<file path="src/hdl/tis_pkg.sv">
// ----------------------------------------------------------------------------
// tis_pkg
// Shared constants and types for the timestamp interpolating sync block.
// ----------------------------------------------------------------------------
package tis_pkg;

    localparam int DEPTH       = 16;
    localparam int IDX_W       = $clog2(DEPTH);
    localparam int CNT_W       = $clog2(DEPTH + 1);
    localparam int VALUE_WIDTH = 32;
    localparam int STAMP_WIDTH = 48;
    localparam int GAP_WIDTH   = 24;
    localparam int NCOMP       = 6;
    localparam int RATIO_W     = 17;

    localparam logic [GAP_WIDTH-1:0] GAP_RESET = 24'd200000;

    localparam logic [1:0] ST_SYNCED = 2'd0;
    localparam logic [1:0] ST_NEWER  = 2'd1;
    localparam logic [1:0] ST_FEW    = 2'd2;
    localparam logic [1:0] ST_GAP    = 2'd3;

    localparam logic OP_PUSH = 1'b0;
    localparam logic OP_SYNC = 1'b1;

    typedef logic signed [VALUE_WIDTH-1:0] value_t;
    typedef value_t [NCOMP-1:0] vec_t;

    // controller -> datapath
    typedef struct packed {
        logic load;      // capture input item
        logic push;      // write captured sample
        logic rd;        // read front pair
        logic pop;       // drop front
        logic div_start; // start ratio divider
        logic blend;     // start blend
        logic result;    // load output register
        logic [1:0] status;
    } cmd_t;

    // datapath -> controller
    typedef struct packed {
        logic is_push;
        logic few;        // fewer than two samples
        logic front_newer;
        logic second_old;
        logic gap_bad;
        logic div_done;
        logic blend_done;
        logic out_busy;
    } sts_t;

endpackage

</file>
<file path="src/hdl/tis_ctrl.sv">
// ----------------------------------------------------------------------------
// tis_ctrl
// Sequencer for push, front discard, checks, divide and blend.
// ----------------------------------------------------------------------------
module tis_ctrl (
    input  logic           aclk,
    input  logic           aresetn,
    input  logic           s_valid,
    output logic           s_ready,
    output tis_pkg::cmd_t  cmd,
    input  tis_pkg::sts_t  sts
);
    localparam logic [3:0] S_IDLE  = 4'd0;
    localparam logic [3:0] S_DEC   = 4'd1;
    localparam logic [3:0] S_READ  = 4'd2;
    localparam logic [3:0] S_CHECK = 4'd3;
    localparam logic [3:0] S_DIV   = 4'd4;
    localparam logic [3:0] S_DIVW  = 4'd5;
    localparam logic [3:0] S_BLEND = 4'd6;
    localparam logic [3:0] S_BLW   = 4'd7;
    localparam logic [3:0] S_OUT   = 4'd8;
    localparam logic [3:0] S_WAIT  = 4'd9;

    logic [3:0] state_reg, state_next;
    logic [1:0] stat_reg, stat_next;

    always_comb begin
        state_next = state_reg;
        stat_next  = stat_reg;
        cmd        = '0;
        cmd.status = stat_reg;
        s_ready    = 1'b0;
        unique case (state_reg)
            S_IDLE: begin
                s_ready  = 1'b1;
                cmd.load = s_valid;
                if (s_valid) state_next = S_DEC;
            end
            S_DEC: begin
                if (sts.is_push) begin
                    cmd.push   = 1'b1;
                    state_next = S_IDLE;
                end else begin
                    state_next = S_READ;
                end
            end
            S_READ: begin
                cmd.rd     = 1'b1;
                state_next = S_CHECK;
            end
            S_CHECK: begin
                if (sts.few) begin
                    stat_next  = tis_pkg::ST_FEW;
                    state_next = S_OUT;
                end else if (sts.front_newer) begin
                    stat_next  = tis_pkg::ST_NEWER;
                    state_next = S_OUT;
                end else if (sts.second_old) begin
                    cmd.pop    = 1'b1;
                    state_next = S_READ;
                end else if (sts.gap_bad) begin
                    cmd.pop    = 1'b1;
                    stat_next  = tis_pkg::ST_GAP;
                    state_next = S_OUT;
                end else begin
                    stat_next  = tis_pkg::ST_SYNCED;
                    state_next = S_DIV;
                end
            end
            S_DIV: begin
                cmd.div_start = 1'b1;
                state_next    = S_DIVW;
            end
            S_DIVW: begin
                if (sts.div_done) state_next = S_BLEND;
            end
            S_BLEND: begin
                cmd.blend  = 1'b1;
                state_next = S_BLW;
            end
            S_BLW: begin
                if (sts.blend_done) state_next = S_OUT;
            end
            S_OUT: begin
                if (!sts.out_busy) begin
                    cmd.result = 1'b1;
                    state_next = S_IDLE;
                end
            end
            S_WAIT: begin
                state_next = S_IDLE;
            end
            default: begin
                state_next = S_IDLE;
            end
        endcase
    end

    always_ff @(posedge aclk) begin
        if (!aresetn) begin
            state_reg <= S_IDLE;
            stat_reg  <= tis_pkg::ST_SYNCED;
        end else begin
            state_reg <= state_next;
            stat_reg  <= stat_next;
        end
    end

endmodule

</file>
<file path="config.mk">
export PLATFORM = sky130hd
export DESIGN_NAME = tis_ctrl
export DESIGN_NICKNAME = d
export VERILOG_FILES = /design/src/hdl/tis_pkg.sv /design/src/hdl/tis_ctrl.sv
export SDC_FILE = /design/constraint.sdc
export NUM_CORES = 1
export LEC_CHECK = 0
export BUFFER_PORTS_ARGS = -buffer_cell sky130_fd_sc_hd__buf_2
export CAP_MARGIN = 20
export CORE_AREA = 2 2 39 41
export DETAILED_ROUTE_END_ITERATION = 10
export DIE_AREA = 0 0 41 43
export GPL_TIMING_DRIVEN = 0
export PLACE_DENSITY_LB_ADDON = 0.08
export RECOVER_POWER = 100
export SLEW_MARGIN = 20
export SYNTH_ARGS = -nofsm -noshare
export SYNTH_HDL_FRONTEND = slang
export SYNTH_SLANG_ARGS = --single-unit
</file>
<file path="constraint.sdc">
create_clock -name aclk -period 1.21 [get_ports aclk]
set_input_delay 0.0605 -clock aclk [delete_from_list [all_inputs] [get_ports aclk]]
set_output_delay 0.0605 -clock aclk [all_outputs]
set_load 0.01 [all_outputs]
</file>
**Word-level counts from Yosys, hierarchy flattened**

Index checks and enable logic that the tools add are counted.

- Flip-flop bits (word level): 6
- Output and inout bits: 10
- Input port bits: 11
- Word-level logic and storage cells: 46

- Reduce and logical (&&, ||, !) cells: 3
- Eq/ne operators: 13
- Mux-type cells: 28

Operators with widths:

| cell | number |
|---|---|
| 4-bit case mux with 9 select lines | 1 |
| 4-bit 2-to-1 mux | 8 |
| 4-bit by 3-bit equality test with 1-bit output, second input constant | 4 |
| 1-bit 2-to-1 mux | 14 |
| 2-bit 2-to-1 mux | 5 |
| 4-bit by 2-bit equality test with 1-bit output, second input constant | 2 |
| 2-bit inequality test, second input constant | 4 |
| 4-bit by 1-bit equality test with 1-bit output, second input constant | 1 |
| 4-bit equality test, second input constant | 1 |
| 4-bit zero test | 1 |
| 4-bit AND reduction | 1 |
| 3-bit by 1-bit inequality test with 1-bit output, second input constant | 1 |
| 2-bit AND reduction | 1 |

**Longest topological paths before layout**

Gate-level depths: netlist of run 1.

- Word-level depth: 5
- Depth in mapped cells: 5
- Gate-level depth less buffers: 4

**Worst setup path after synthesis of run 1**

OpenSTA, ideal clock, no wires.

- Kind: reg2out
- Start: reg state_reg[1]
- End: out cmd[8] (netlist name)
- Cell stages (with the launch flop): 4
- Setup slack: -72 ps
- Data required time: 1150 ps
- Buffers on the path: 1
- Arrival: 1221 ps
- Path through: dfxtp_1 -> clkbuf_1 -> nor4_1 -> and2_1

RTL lines:

| element | RTL line | RTL |
|---|---|---|
| start, declared | tis_ctrl.sv:24 | `logic [3:0] state_reg, state_next;` |
| start signal, assigned | tis_ctrl.sv:104 | `state_reg <= state_next;` |
| end, declared | tis_ctrl.sv:10 | `output tis_pkg::cmd_t cmd,` |

**Final worst setup path of run 1**

- Start: reg state_reg[0]
- End: reg state_reg[3]

- Longest elaborated chain between the ends: 3
- Elaborated cells between the ends (all ways): 15
- Those cells by class: eq/ne (12); mux (1); reduce/logical (2)

Ends and longest elaborated chain:

| element | RTL line | RTL |
|---|---|---|
| 4-bit by 3-bit equality test with 1-bit output (tied with other cells) | tis_ctrl.sv:33 | `unique case (state_reg)` |
| 2-bit inequality test (no line) | - |  |
| 4-bit AND reduction (no line) | - |  |

Several ways; a longest one is shown, not always the timed one.
A chain may end at the register's enable or synchronous reset.

==> flow_summary.yaml, run 1 <==
die:
  top_level_ports: 21
  die_area_sq_um: 1760
  start_util_pct: 33.4
  die_h_microns: 43
  rows: 14
  die_width_microns: 41
  core_area_sq_um: 1380
yosys:
  avgSynthCellArea_sq_um: 7.45
  synth_top_cell_by_area: "dfxtp_1"
  synth.distinct_cells: 30
  synth_cells: 62
  synth_top_cells_by_area: "dfxtp_1, nor2_1, and3_1"
  yosys.area_share.simple_pct: 36.6
  synth_compound_area_share_pct: 24.9
  seq_area_frac_synth_pct: 26.0
  netlist_area_sq_um: 462
  yosysWarnings: 0
  synth-edff-count: 0
  synth-seq-cells: 6
  synth_flop_cell: "dfxtp_1"
  synthMuxAreaShare_pct: 4.34
  async_reset_ff_share_pct: 0
  synth_top_area_share_pct: 26.0
  synthAdderAreaFrac_pct: 0
  post-synth-top-count-cell: "nor2_1"
  synth.cells.most_frequent: "nor2_1, dfxtp_1, a21oi_1, and3_1, nand2_1"
  synth_xor_area_share_pct: 0
  synth_top_family_by_area: "simple AND/OR/NAND/NOR gates"
  synth_nets: 73
place:
  hpwl_microns: 831
  io_buffers: 20
  gp_congestion: 0.808
layout:
  area.growth.synth_to_final_pct: 73.2
  nNetsFinal: 108
  fillCellCount: 122
  drive_gt1_share_pct: 50.5
  largest_register_ffs: 4
  antennaDiodeCount: 0
critical_path:
  path_max_fanout: 8
  critPathBufInv: 2
  critPathCaptureType: "flip-flop"
  crit_arrival_ps: 1530
  path_cells: "buf_8, buf_6, a311oi_4, o2111ai_2, a21boi_1"
  ff2ff_path_depth: 5
  critical_path_class: "flip-flop to flip-flop"
  r2r_setup_slack_ps: -160
  max_stage_delay_ps: 360
  slowest_stage: "a311oi_4"
  reg2reg_to: "state_reg[3]"
  critPathLaunchType: "flip-flop"
  cp_data_required_time_ps: 1380
  worst_r2r_startpoint: "state_reg[0]"
  critPathTopFamily: "compound AO/OA/AOI/OAI gates"
worst_hold_path:
  hold_depth: 2
  min_to: "state_reg[3]"
  hold_path.class: "input pin to flip-flop"
  min_from: "aresetn"
run_status:
  outcome: "complete, but fails checks"
  violations: "setup timing"
sta:
  period_needed_ps: 1370
  slew-limit-headroom_pct: 78.2
  setup_slack_ps: -157
  fin_tns_setup_ps: -905
  fin_skew_ps: 4.18
  min_period_over_period_pct: 113
  max_freq_mhz: 732
  final-hold-violation-count: 0
  tightest_slew_ps: 320
  rsz0062_at_grt: "yes"
  slew_viol_final: 0
  setup_viol: 13
grt:
  grt_overflow: 0
  grt_max_degree: 11
  grt_pass1_vias: 476
  grt_use_total_pct: 16.3
  antenna_found_initial: 0
  grt_pass1_wl_microns: 1950
clock_network:
  path_clk_slew_ps: 40
  holdBufCountCts: 0
  numCtsBuffers: 3
  clk_latency_ps: 250
  cts_root_buf: "clkbuf_4"
  max-clock-path-buffers: 2
  clock-sinks: 6
  htreeDepth: 1
  cts_tree: "yes"
power:
  finalPower_uw: 573
  peakVddDrop_mv: 0.444
  p_leak_nw: 0.357
  p_per_area_nw_per_um2: 717
drt:
  wl_per_cell_microns: 12.5
  firstDrtPassIters: 4
  ant_nets: 0
  viasPerCell: 5.15
  dr_total_vias: 572
  drt_iter0_drc: 20
  routed_wl_microns: 1390
  drc_errors: 0
run:
  maxCapViolCount: 0
[worst reg2reg max path, stage by stage (launching register included)]
cell and delay [ps]:
dfxtp_4 350, buf_8 140, buf_6 120, a311oi_4 360, o2111ai_2 160, a21boi_1 170
[metal layers]
metal,track usage (%),part of all wire (%),vias to the layer above
met2,25.0,51,19
met5,0,0,-
met4,3.33,0,0
met1,20.8,43,260
li1,-,-,293
met3,6.81,6.2,0
[cells by family (layout without fill, tap and decap cells)]
| group | Yosys count | count (layout) |
|---|---|---|
| compound gates | 16 | 16 |
| buf+inv | 7 | 40 |
| flops | 6 | 6 |
| mux | 2 | 2 |
| simple gates | 31 | 31 |
[final cells by class]
type                    instances  area [sq um]  area share, %
plain buffers                   4          56.3           7.04
clock buffers                   3          22.5           2.82
inverters                       3          11.3           1.41
multi-input cells              49           380           47.6
flip-flops and latches          6           133           16.6
well taps                      16          20.0           2.50
repair buffers                 30           176           22.1
[placed cells by master (no fill, tap or decap), types with 3 or more instances in the layout]
master    instances
dfxtp_4           3
nand2_1           4
buf_2            18
buf_8             3
nor2_1            9
a21oi_1           4
inv_1             3
and3_1            4
buf_4             9
clkbuf_4          3
[power breakdown]
group,internal (mW),switching (mW)
registers,0.201,0.00850
logic,0.0968,0.0825
clock network,0.112,0.0721
[per-stage QoR]
step | worst slack [ps] | hold slack, ps | utilization (%) | std cells | instance area [sq um]
after floorplan | 29.6 | 169 | - | 62 | 468
after global routing | -207 | 75.5 | 57.8 | 111 | 800
final | -157 | 82.9 | 57.8 | 111 | 800
after detailed placement | -184 | 335 | 42.5 | 98 | 588
after global placement | -188 | 318 | 42.5 | 98 | 588
after CTS | -102 | 76.3 | 53.6 | 108 | 742
[worst max-delay path by stage]
| stage | to | from | depth (start not counted) | slack (ps) |
|---|---|---|---|---|
| after detailed placement | state_reg[2] | state_reg[1] | 4 | -180 |
| after CTS | cmd[8] | state_reg[3] | 4 | -100 |
| after global routing | stat_reg[0] | state_reg[3] | 5 | -210 |
| final | state_reg[3] | state_reg[0] | 5 | -160 |
| after global placement | state_reg[2] | state_reg[1] | 4 | -190 |
| after floorplan | stat_reg[0] | state_reg[3] | 5 | 30 |
[timing repair]
item | CTS | global route
setup endpoints to repair | 14 | 14
gates resized for setup | 20 | 9
setup buffers | 7 | 3
pin swaps | 6 | 9
hold endpoints to repair | 0 | 0
Note: power is estimated with default switching activity, not from simulation.
==> run 2: changes to the inputs <==
- PLACE_DENSITY_LB_ADDON: 0.08 -> unset
==> flow_summary.yaml, run 2 (same netlist as run 1, synthesis figures left out) <==
critical_path:
  path_max_fanout: 7
  critical_path_class: "flip-flop to output pin"
  slowest_stage: "dfxtp_2"
  critPathCaptureType: "output pin"
  critPathLaunchType: "flip-flop"
  crit_arrival_ps: 1270
  cp_data_required_time_ps: 1150
  r2r_setup_slack_ps: -90
  path_cells: "buf_6, buf_4, nor4b_2, buf_2"
  max_stage_delay_ps: 330
power:
  p_per_area_nw_per_um2: 710
  peakVddDrop_mv: 0.467
  finalPower_uw: 563
  comb_power_share_pct: 31.7
  p_leak_nw: 0.348
  p_clk_share_pct: 31.1
  seq_power_share_pct: 37.2
  netSwitchingFraction_pct: 27.3
  p_int_uw: 409
  p_sw_uw: 154
clock_network:
  path_clk_slew_ps: 40
  clock-sinks: 6
  cts_root_buf: "clkbuf_4"
  holdBufCountCts: 0
  max-clock-path-buffers: 2
  clk_latency_ps: 240
  numCtsBuffers: 3
  cts_tree: "yes"
  htreeDepth: 1
sta:
  slew_viol_final: 0
  slew-limit-headroom_pct: 69.1
  rsz0062_at_grt: "yes"
  fin_skew_ps: 0.296
  min_period_over_period_pct: 110
  fin_tns_setup_ps: -701
  tightest_slew_ps: 459
  final-hold-violation-count: 0
  setup_slack_ps: -116
  setup_viol: 10
  period_needed_ps: 1330
  max_freq_mhz: 754
run_status:
  outcome: "complete, but fails checks"
  violations: "setup timing"
grt:
  grt_pass1_wl_microns: 1990
  grt_max_degree: 11
  grt_use_total_pct: 16.5
  grt_pass1_vias: 486
  antenna_found_initial: 0
  grt_overflow: 0
place:
  hpwl_microns: 826
  gp_congestion: 0.700
  io_buffers: 20
  place_inst: 98
drt:
  drc_errors: 0
  drt_iter0_drc: 8
  ant_nets: 0
  wl_per_cell_microns: 12.5
  dr_total_vias: 560
  routed_wl_microns: 1370
  viasPerCell: 5.14
  firstDrtPassIters: 4
run:
  maxCapViolCount: 0
die:
  start_util_pct: 33.4
  rows: 14
  core_area_sq_um: 1380
  die_h_microns: 43
  die_area_sq_um: 1760
  top_level_ports: 21
  die_width_microns: 41
layout:
  post-route-util_pct: 57.2
  final_cell_mix: "buf_2, nor2_1, buf_4"
  drive_gt1_share_pct: 51.6
  final_cells: 109
  fillCellCount: 115
  largest_register_ffs: 4
  area.growth.synth_to_final_pct: 71.5
  antennaDiodeCount: 0
  final_common_cell: "buf_2"
  nNetsFinal: 106
worst_hold_path:
  hold_path.class: "input pin to flip-flop"
## run 2: cell types whose count changed in the layout (fill, tap and decap cells not counted), sizes merged
| cell | delta |
|---|---|
| buf | -4 |
| clkbuf | +2 |
## run 2: critical path, delay by kind of cell (launching register included)
| family | cells | cell delay [ps] |
|---|---|---|
| and+or+nand+nor | 1 | 250 |
| buffers and inverters | 3 | 440 |
| DFF | 1 | 330 |
## run 2: layout make-up
type / instances / area (sq um) / share of cell area, %
Multi-Input combinational cell: 49 / 382 / 48.2
Inverter: 3 / 11.3 / 1.42
Clock buffer: 3 / 22.5 / 2.84
Tap cell: 16 / 20.0 / 2.53
Timing Repair Buffer: 28 / 171 / 21.6
Buffer: 4 / 55.1 / 6.95
Sequential cell: 6 / 130 / 16.4
## run 2: final timing paths
check	start	to	cells after the start
setup / recovery	state_reg[3]	cmd[6]	4
hold / removal	aresetn	state_reg[3]	2
setup reg to reg	state_reg[1]	state_reg[3]	4
hold reg to reg	stat_reg[0]	stat_reg[0]	2
## run 2: power by group through the flow
stage | logic [mW] | clock network (mW) | registers, mW
6_report | 0.178 | 0.175 | 0.209
4_1_cts | 0.152 | 0.189 | 0.209
5_1_grt | 0.191 | 0.198 | 0.209
2_1_floorplan | 0.0753 | 0 | 0.211
3_3_place_gp | 0.118 | 0 | 0.212
3_5_place_dp | 0.118 | 0 | 0.212
## run 2: per-stage QoR
step / area [sq um] / setup WS, ps / hold slack (ps)
final: 792 / -116 / 89.5
after global routing: 792 / -237 / 80.5
after floorplan: 468 / 29.6 / 169
after CTS: 728 / -95.5 / 74.9
after detailed placement: 588 / -197 / 333
after global placement: 588 / -188 / 319
## run 2: metal layers
| metal | track usage (%) | vias up | wire length [microns] |
|---|---|---|---|
| met5 | 0 | - | 0 |
| met4 | 10.0 | 0 | 0 |
| met3 | 1.57 | 0 | 31 |
| met2 | 24.1 | 8 | 709 |
| met1 | 22.5 | 263 | 624 |
| li1 | - | 289 | - |
## run 2: what timing repair did
action / CTS / global route
resized for setup: 20 / 12
pin swaps: 7 / 5
endpoints found under the setup margin: 14 / 14
cloned: 1 / 0
setup buffers: 4 / 3
